$ cat config.mk
export PLATFORM = sky130hd
export DESIGN_NAME = amrd_div
export DESIGN_NICKNAME = d
export VERILOG_FILES = /design/src/rtl/core/amrd_pkg.sv /design/src/rtl/core/amrd_div.sv
export SDC_FILE = /design/constraint.sdc
export NUM_CORES = 2
export LEC_CHECK = 0
export BUFFER_PORTS_ARGS = -buffer_cell sky130_fd_sc_hd__buf_2
export CORE_UTILIZATION = 25
export DETAILED_ROUTE_END_ITERATION = 8
export GPL_ROUTABILITY_DRIVEN = 0
export GPL_TIMING_DRIVEN = 0
export MAX_ROUTING_LAYER = met4
export SYNTH_ARGS = -nofsm -noshare
export SYNTH_HDL_FRONTEND = slang
export SYNTH_SLANG_ARGS = --single-unit
$ cat constraint.sdc
create_clock -name clk -period 5.5 [get_ports clk]
set_clock_uncertainty 0.2 [all_clocks]
set_input_delay 0.825 -clock clk [delete_from_list [all_inputs] [get_ports clk]]
set_output_delay 0.825 -clock clk [all_outputs]
set_load 0.02 [all_outputs]
$ cat src/rtl/core/amrd_pkg.sv
// amrd_pkg: widths, angle constants, arctangent table and register codes
// for the angular-map ray direction pipeline. Depends on nothing.
`default_nettype none

package amrd_pkg;

  // field and datapath widths
  localparam int COORD_W  = 16;
  localparam int DIR_W    = 16;
  localparam int SQ_W     = 32;
  localparam int RT_W     = 17;
  localparam int RT_REM_W = 20;
  localparam int ANG_W    = 34;
  localparam int PRD_W    = 50;
  localparam int NUM_W    = 50;
  localparam int DEN_W    = 31;
  localparam int QUO_W    = 18;
  localparam int DZ_W     = 20;
  localparam int RES_W    = 20;
  localparam int ATAN_LEN = 24;
  localparam int CFG_IDX_W = 3;
  localparam int CFG_DAT_W = 16;

  typedef logic signed [ANG_W-1:0] ang_t;
  typedef logic [NUM_W-1:0]        num_t;
  typedef logic [DEN_W-1:0]        den_t;
  typedef logic [QUO_W-1:0]        quo_t;

  // item fields that ride along the early and middle stages
  typedef struct packed {
    logic signed [COORD_W-1:0] sx;
    logic signed [COORD_W-1:0] sy;
    logic                      rej;
  } side_t;

  // angles in Q.30
  localparam ang_t TWO_PI_Q30  = 34'sd6746518852;
  localparam ang_t PI_Q30      = 34'sd3373259426;
  localparam ang_t HALF_PI_Q30 = 34'sd1686629713;
  localparam ang_t CORDIC_K    = 34'sd652032874;
  localparam ang_t ROUND_Q15   = 34'sd16384;

  localparam ang_t ATAN_Q30 [ATAN_LEN] = '{
    34'sh03243F6A8, 34'sh01DAC6705, 34'sh00FADBAFC, 34'sh007F56EA6,
    34'sh003FEAB76, 34'sh001FFD55B, 34'sh000FFFAAA, 34'sh0007FFF55,
    34'sh0003FFFEA, 34'sh0001FFFFD, 34'sh0000FFFFF, 34'sh00007FFFF,
    34'sh00003FFFF, 34'sh00001FFFF, 34'sh00000FFFF, 34'sh000007FFF,
    34'sh000003FFF, 34'sh000001FFF, 34'sh000000FFF, 34'sh0000007FF,
    34'sh0000003FF, 34'sh0000001FF, 34'sh0000000FF, 34'sh00000007F
  };

  // configuration register indexes
  localparam logic [CFG_IDX_W-1:0] REG_HALF_ANGLE  = 3'd0;
  localparam logic [CFG_IDX_W-1:0] REG_LEN_MAX     = 3'd1;
  localparam logic [CFG_IDX_W-1:0] REG_OVER_RENDER = 3'd2;
  localparam logic [CFG_IDX_W-1:0] REG_FLIP        = 3'd3;
  localparam logic [CFG_IDX_W-1:0] REG_MIRROR_X    = 3'd4;

  localparam logic [CFG_DAT_W-1:0] HALF_ANGLE_RST = 16'd51472;
  localparam logic [CFG_DAT_W-1:0] LEN_MAX_RST    = 16'd4096;

  localparam logic signed [DIR_W-1:0] DIR_MAX = 16'sh7FFF;
  localparam logic signed [DIR_W-1:0] DIR_MIN = 16'sh8000;
  localparam logic signed [RES_W-1:0] ONE_Q15 = 20'sd32768;

  // clamp a wide signed result to the Q1.15 output range
  function automatic logic signed [DIR_W-1:0] sat_dir(input logic signed [RES_W-1:0] v);
    logic signed [DIR_W-1:0] res;
    if (v > RES_W'(DIR_MAX)) begin
      res = DIR_MAX;
    end else if (v < RES_W'(DIR_MIN)) begin
      res = DIR_MIN;
    end else begin
      res = v[DIR_W-1:0];
    end
    return res;
  endfunction

endpackage

`default_nettype wire

$ cat src/rtl/core/amrd_div.sv
// amrd_div: pipelined restoring divider, one quotient bit per stage.
// Depends on amrd_pkg for widths.
`default_nettype none

module amrd_div (
  input  wire logic          clk,
  input  wire logic          adv,
  input  wire amrd_pkg::num_t num_i,
  input  wire amrd_pkg::den_t den_i,
  output amrd_pkg::quo_t     quo_o
);

  localparam int STEPS = amrd_pkg::QUO_W;

  amrd_pkg::num_t rem_r [STEPS];
  amrd_pkg::num_t rem_nxt [STEPS];
  amrd_pkg::den_t den_r [STEPS];
  amrd_pkg::den_t den_nxt [STEPS];
  amrd_pkg::quo_t quo_r [STEPS];
  amrd_pkg::quo_t quo_nxt [STEPS];

  // each stage tries the divisor at one bit weight, most significant first
  always_comb begin
    amrd_pkg::num_t rem_in;
    amrd_pkg::den_t den_in;
    amrd_pkg::quo_t quo_in;
    amrd_pkg::num_t trial;
    for (int k = 0; k < STEPS; k++) begin
      if (k == 0) begin
        rem_in = num_i;
        den_in = den_i;
        quo_in = '0;
      end else begin
        rem_in = rem_r[k-1];
        den_in = den_r[k-1];
        quo_in = quo_r[k-1];
      end
      trial = amrd_pkg::NUM_W'(den_in) << (STEPS - 1 - k);
      den_nxt[k] = den_in;
      if (rem_in >= trial) begin
        rem_nxt[k] = rem_in - trial;
        quo_nxt[k] = {quo_in[STEPS-2:0], 1'b1};
      end else begin
        rem_nxt[k] = rem_in;
        quo_nxt[k] = {quo_in[STEPS-2:0], 1'b0};
      end
    end
  end

  // stage registers
  always_ff @(posedge clk) begin
    if (adv) begin
      rem_r <= rem_nxt;
      den_r <= den_nxt;
      quo_r <= quo_nxt;
    end
  end

  assign quo_o = quo_r[STEPS-1];

endmodule

`default_nettype wire

== Word-level counts from Yosys, hierarchy flattened ==
Index checks and enable logic that the tools add are counted.

* Bits in registers: 1548
* Output and inout bits: 18
* Logic and storage cells: 122

* Add/sub/neg operators: 17
* $lt $le $gt $ge: 18
* Mux-type cells: 35

{| class="wikitable"
|+ Operators with widths
! kind !! count
|-
| $mux 50 || 17
|-
| $ge 50x31->1 || 1
|-
| $ge 50x32->1 || 1
|-
| $ge 50x33->1 || 1
|-
| $ge 50x34->1 || 1
|-
| $ge 50x35->1 || 1
|-
| $ge 50x36->1 || 1
|-
| $ge 50x37->1 || 1
|-
| $ge 50x38->1 || 1
|-
| $ge 50x39->1 || 1
|-
| $ge 50x40->1 || 1
|-
| $ge 50x41->1 || 1
|-
| $ge 50x42->1 || 1
|-
| $ge 50x43->1 || 1
|-
| $ge 50x44->1 || 1
|-
| $ge 50x45->1 || 1
|-
| $ge 50x46->1 || 1
|-
| $ge 50x47->1 || 1
|-
| $ge 50x48->1 || 1
|-
| $sub 50x32->50 || 1
|-
| $sub 50x33->50 || 1
|-
| $sub 50x34->50 || 1
|-
| $sub 50x35->50 || 1
|-
| $sub 50x36->50 || 1
|-
| other kinds (13) || 30
|}

== Depth between registers and ports, before layout ==
* Depth in word-level cells: 2
* Gate-level depth with buffers: 17
* Mapped depth without buffers: 14

== Least setup slack after synthesis ==
No wires, ideal clock.

* Path type: input to register
* From: input port den_i[12]
* To: register rem_r[888] (netlist name) (data pin)
* Library setup time: 270 ps
* Data arrival time: 3248 ps
* Required time: 5030 ps
* Path slack: 1782 ps
* Cell stages on the path: 14
* Buffers on the path: 3
* Cell sequence: inv_1 -> ha_1 -> clkbuf_1 -> a21oi_1 -> o21ai_0 -> a221o_1 -> a21oi_1 -> a21bo_2 -> a21boi_0 -> o41ai_1 -> clkbuf_1 -> clkbuf_1 -> nor2_1 -> a21oi_1

{| class="wikitable"
|+ RTL lines
! element !! line !! RTL
|-
| start, declared || amrd_div.sv:9 || <nowiki>input wire amrd_pkg::den_t den_i,</nowiki>
|-
| end signal, assigned || amrd_div.sv:53 || <nowiki>rem_r <= rem_nxt;</nowiki>
|-
| end, declared || amrd_div.sv:15 || <nowiki>amrd_pkg::num_t rem_r [STEPS];</nowiki>
|}

==> summary.txt <==
Layout
  – Share of layout cells above drive strength 1: 5.77%
  – NumNets Final: 8860
  – Area of the multi-input gates: 0.0363 sq mm
  – Cell area after layout: 0.0984 sq mm
  – Fin cells: 12900
  – Sequential cell area: 0.0465 sq mm
  – Synth-to-Final Area Change: 14.0%
  – Fill cell count: 35600

Worst setup path
  – Startpoint types: register
  – Critical path arrival: 5770 ps
  – RR Startpoint: rem_r[785]$_DFFE_PP_
  – CP max FO: 10
  – Kind of critical path: register to register
  – Crit end category: register
  – CP required: 5830 ps
  – Worst reg2reg endpoint: rem_r[742]$_DFFE_PP_
  – Critical path origin: rem_r[785]$_DFFE_PP_
  – Flop-to-flop setup slack: 50 ps
  – Reg2Reg Depth: 11

Place
  – Dpl cells: 12500
  – DP HPWL: 147000 um
  – Port bufs: 100
  – Placement Cell Area: 0.0928 sq mm
  – Pre-CTS WS: -1400 ps

Floorplan
  – Initial cell density of the core: 25.1%
  – Die Y: 589 um
  – I/O pin cnt: 101
  – Row count: 215
  – Die area: 0.347 sq mm
  – Die width: 589 um
  – Core area: 0.343 sq mm

Drt
  – DR pass1 iterations: 6
  – Detailed-route wire length per cell: 15.0 um
  – Vias per inst: 4.49
  – Met3 wire length: 6790 um
  – M1 WL: 81800 um
  – Via Count: 57900
  – DRT iter0 DRCs: 3255
  – Met2 WL post-DR: 92000 um
  – Drt drc: 0
  – DRT Wirelength: 193000 um
  – Max Used Layer: met4
  – Post-DRT Antenna Nets: 0

Hold path
  – Hold Path Depth: 2
  – Worst Hold Launch: num_i[43]
  – Hold/Removal Path Class: input pin to register
  – Worst Hold End: rem_r[893]$_DFFE_PP_

Pwr
  – PD cells: 495 mW/mm^2
  – Logic gate share of total power: 40.1%
  – VDD IR-drop max: 0.230 mV
  – Sw Share: 36.0%
  – Sequential Power Share: 38.4%
  – Switch Pwr: 17.5 mW
  – Clock power share: 21.5%
  – Total power: 48.7 mW
  – Cell-internal power: 31.2 mW
  – Leakage: 37.5 nW

Synthesis
  – Netlist Area Pre-Place: 0.0863 sq mm
  – Biggest area consumer among synthesized cells: edfxtp_1
  – Top cells by count, synth: edfxtp_1, inv_1, a21oi_1, nand2_1, ha_1
  – Most common cell in the netlist: edfxtp_1
  – Synth Warn #: 0
  – Post-synth ARST share: 0%
  – Seq cells post-synth: 1548
  – Avg Inst Size Synth: 11.0 sq um
  – Post-synth top area share: 53.9%
  – Post-synth top flop: edfxtp_1
  – Post-Syn Instances: 7870
  – Netlist cell types: 86
  – Sequential share of the synthesized area: 53.9%
  – Syn_nets: 8528
  – EDFF count, synth: 1548
  – Synth top area cells: edfxtp_1, ha_1, a21oi_1, xnor2_1, inv_1

Clock network
  – Sink Count: 1548
  – Clk Latency, worst-skew pair: 830 ps
  – Deepest clock path buffer count: 4
  – Clk slew on worst S/H paths: 60 ps
  – Post_cts resized: 0
  – Setup Fix Bufs, Post-CTS: 0
  – CTS root buffer: clkbuf_16
  – H-tree depth: 4
  – TritonCTS clock tree: built
  – CTS buffer count: 166

Global routing
  – Number of global-route vias before repair: 57600
  – Total Routing Usage GR: 11.0%
  – Global route overflow: 0
  – Largest net degree at the start of global routing: 168
  – Global-route wire length before repair: 301000 um
  – Initial antenna violation count: 2

STA
  – Fmax: 184 MHz
  – Fin crit period: 5450 ps
  – Final Hold Viols: 0
  – Final WS setup: 52.1 ps
  – Fin crit share: 99.1%
  – Pin slew with the least headroom to its limit: 1360 ps
  – Unrepaired setup endpoints after global routing: no
  – Slew Limit Fails: 0
  – Final setup fails: 0
  – Sum Neg Setup Slack: 0 ps
  – Slew HR: 8.16%

Outcome
  – Status: finished, final reports clean

Flow run
  – Max-cap violations: 0
## cell usage in the layout, fill, tap and decap left out, drive strengths merged, types with 19 or more instances in the layout
| master | netlist | final |
|---|---|---|
| edfxtp | 1548 | 1548 |
| inv | 704 | 708 |
| a21oi | 698 | 698 |
| nand2 | 634 | 634 |
| ha | 558 | 558 |
| o21ai | 527 | 527 |
| nor2 | 511 | 511 |
| clkbuf | 185 | 388 |
| xnor2 | 344 | 344 |
| a21o | 290 | 290 |
| xor2 | 282 | 282 |
| nor3 | 148 | 148 |
| buf | 31 | 142 |
| nand3 | 127 | 127 |
| nand4 | 123 | 123 |
| nor4 | 84 | 84 |
| mux2 | 81 | 81 |
| o21bai | 78 | 78 |
| nand2b | 68 | 68 |
| nor2b | 67 | 67 |
| clkinv | 0 | 64 |
| o21a | 60 | 60 |
| a31oi | 59 | 59 |
| o31ai | 52 | 52 |
| and3 | 51 | 51 |
| a211oi | 50 | 50 |
| or3 | 48 | 48 |
| dlygate4sd3 | 0 | 48 |
| and2 | 37 | 37 |
| o211ai | 34 | 34 |
| or4 | 26 | 26 |
| or2 | 25 | 25 |
| a21boi | 25 | 25 |
| a221oi | 24 | 24 |
| nand3b | 23 | 23 |
| and4 | 22 | 22 |
| a2111oi | 21 | 21 |
| a211o | 19 | 19 |
## per-stage QoR
stage / util, % / hold slack (ps)
floorplan: - / 200
global placement: 26.9 / 203
detailed placement: 27.0 / 205
CTS: 28.6 / 55.4
global route: 28.7 / 103
finish: 28.7 / 135
## power by group through the flow
stage                     logic, mW  registers (mW)  clock network (mW)
after global placement         19.1            19.5                   0
after global routing           21.8            19.0                11.2
after floorplan                15.2            18.1                   0
after detailed placement       19.2            18.9                   0
final                          19.5            18.7                10.5
after CTS                      19.3            18.7                10.8
## layout make-up
type,instances,area share [%]
timing repair buffer,164,1.41
inverter,704,2.69
buffer,216,0.855
clock inverter,80,0.590
clock buffer,202,4.45
tap,4557,5.80
sequential,1548,47.3
multi-input combinational,5402,36.9
antenna,2,0.00509
## state kept, by name (all words and copies together) (netlist names)
| name | flops |
|---|---|
| den_nxt | 527 |
| rem_r | 850 |
| quo_o | 18 |
| quo_r | 153 |
## what timing repair did
item,in CTS,in global routing
gates cloned,3,1
hold buffers,48,0
endpoints found under the setup margin,200,126
endpoints found under the hold margin,48,0
## cell families after synthesis
| family | synth area share (%) |
|---|---|
| simple gates | 11.5 |
| xor+xnor | 6.35 |
| fa+ha+maj | 8.49 |
| buf+inv | 4.04 |
| mux | 1.14 |
| compound gates | 14.6 |
| flops | 53.9 |
## worst max path at each step
stage                                end  slack [ps]  depth (start not counted)
floorplan           rem_r[888]$_DFFE_PP_        1780                         14
global placement    rem_r[897]$_DFFE_PP_      -21120                          1
detailed placement  rem_r[897]$_DFFE_PP_       -1400                          8
CTS                 rem_r[742]$_DFFE_PP_           7                         11
global route        rem_r[742]$_DFFE_PP_          20                         11
finish              rem_r[742]$_DFFE_PP_          50                         11
## per-layer routing
metal	vias up	track usage [%]
met5	-	-
met2	1292	18.9
met3	556	1.50
met1	26500	12.2
li1	29500	-
met4	0	6.15
## critical path, stage by stage, from the launching register on
cell and delay [ps]:
edfxtp_1 410, ha_1 400, nand4_1 400, or4_1 530, nor3_1 870, a21oi_1 220
o311ai_0 150, and2_1 170, clkbuf_1 330, clkbuf_1 560, buf_1 690, a21oi_1 200
(Power assumes the default switching activity.)
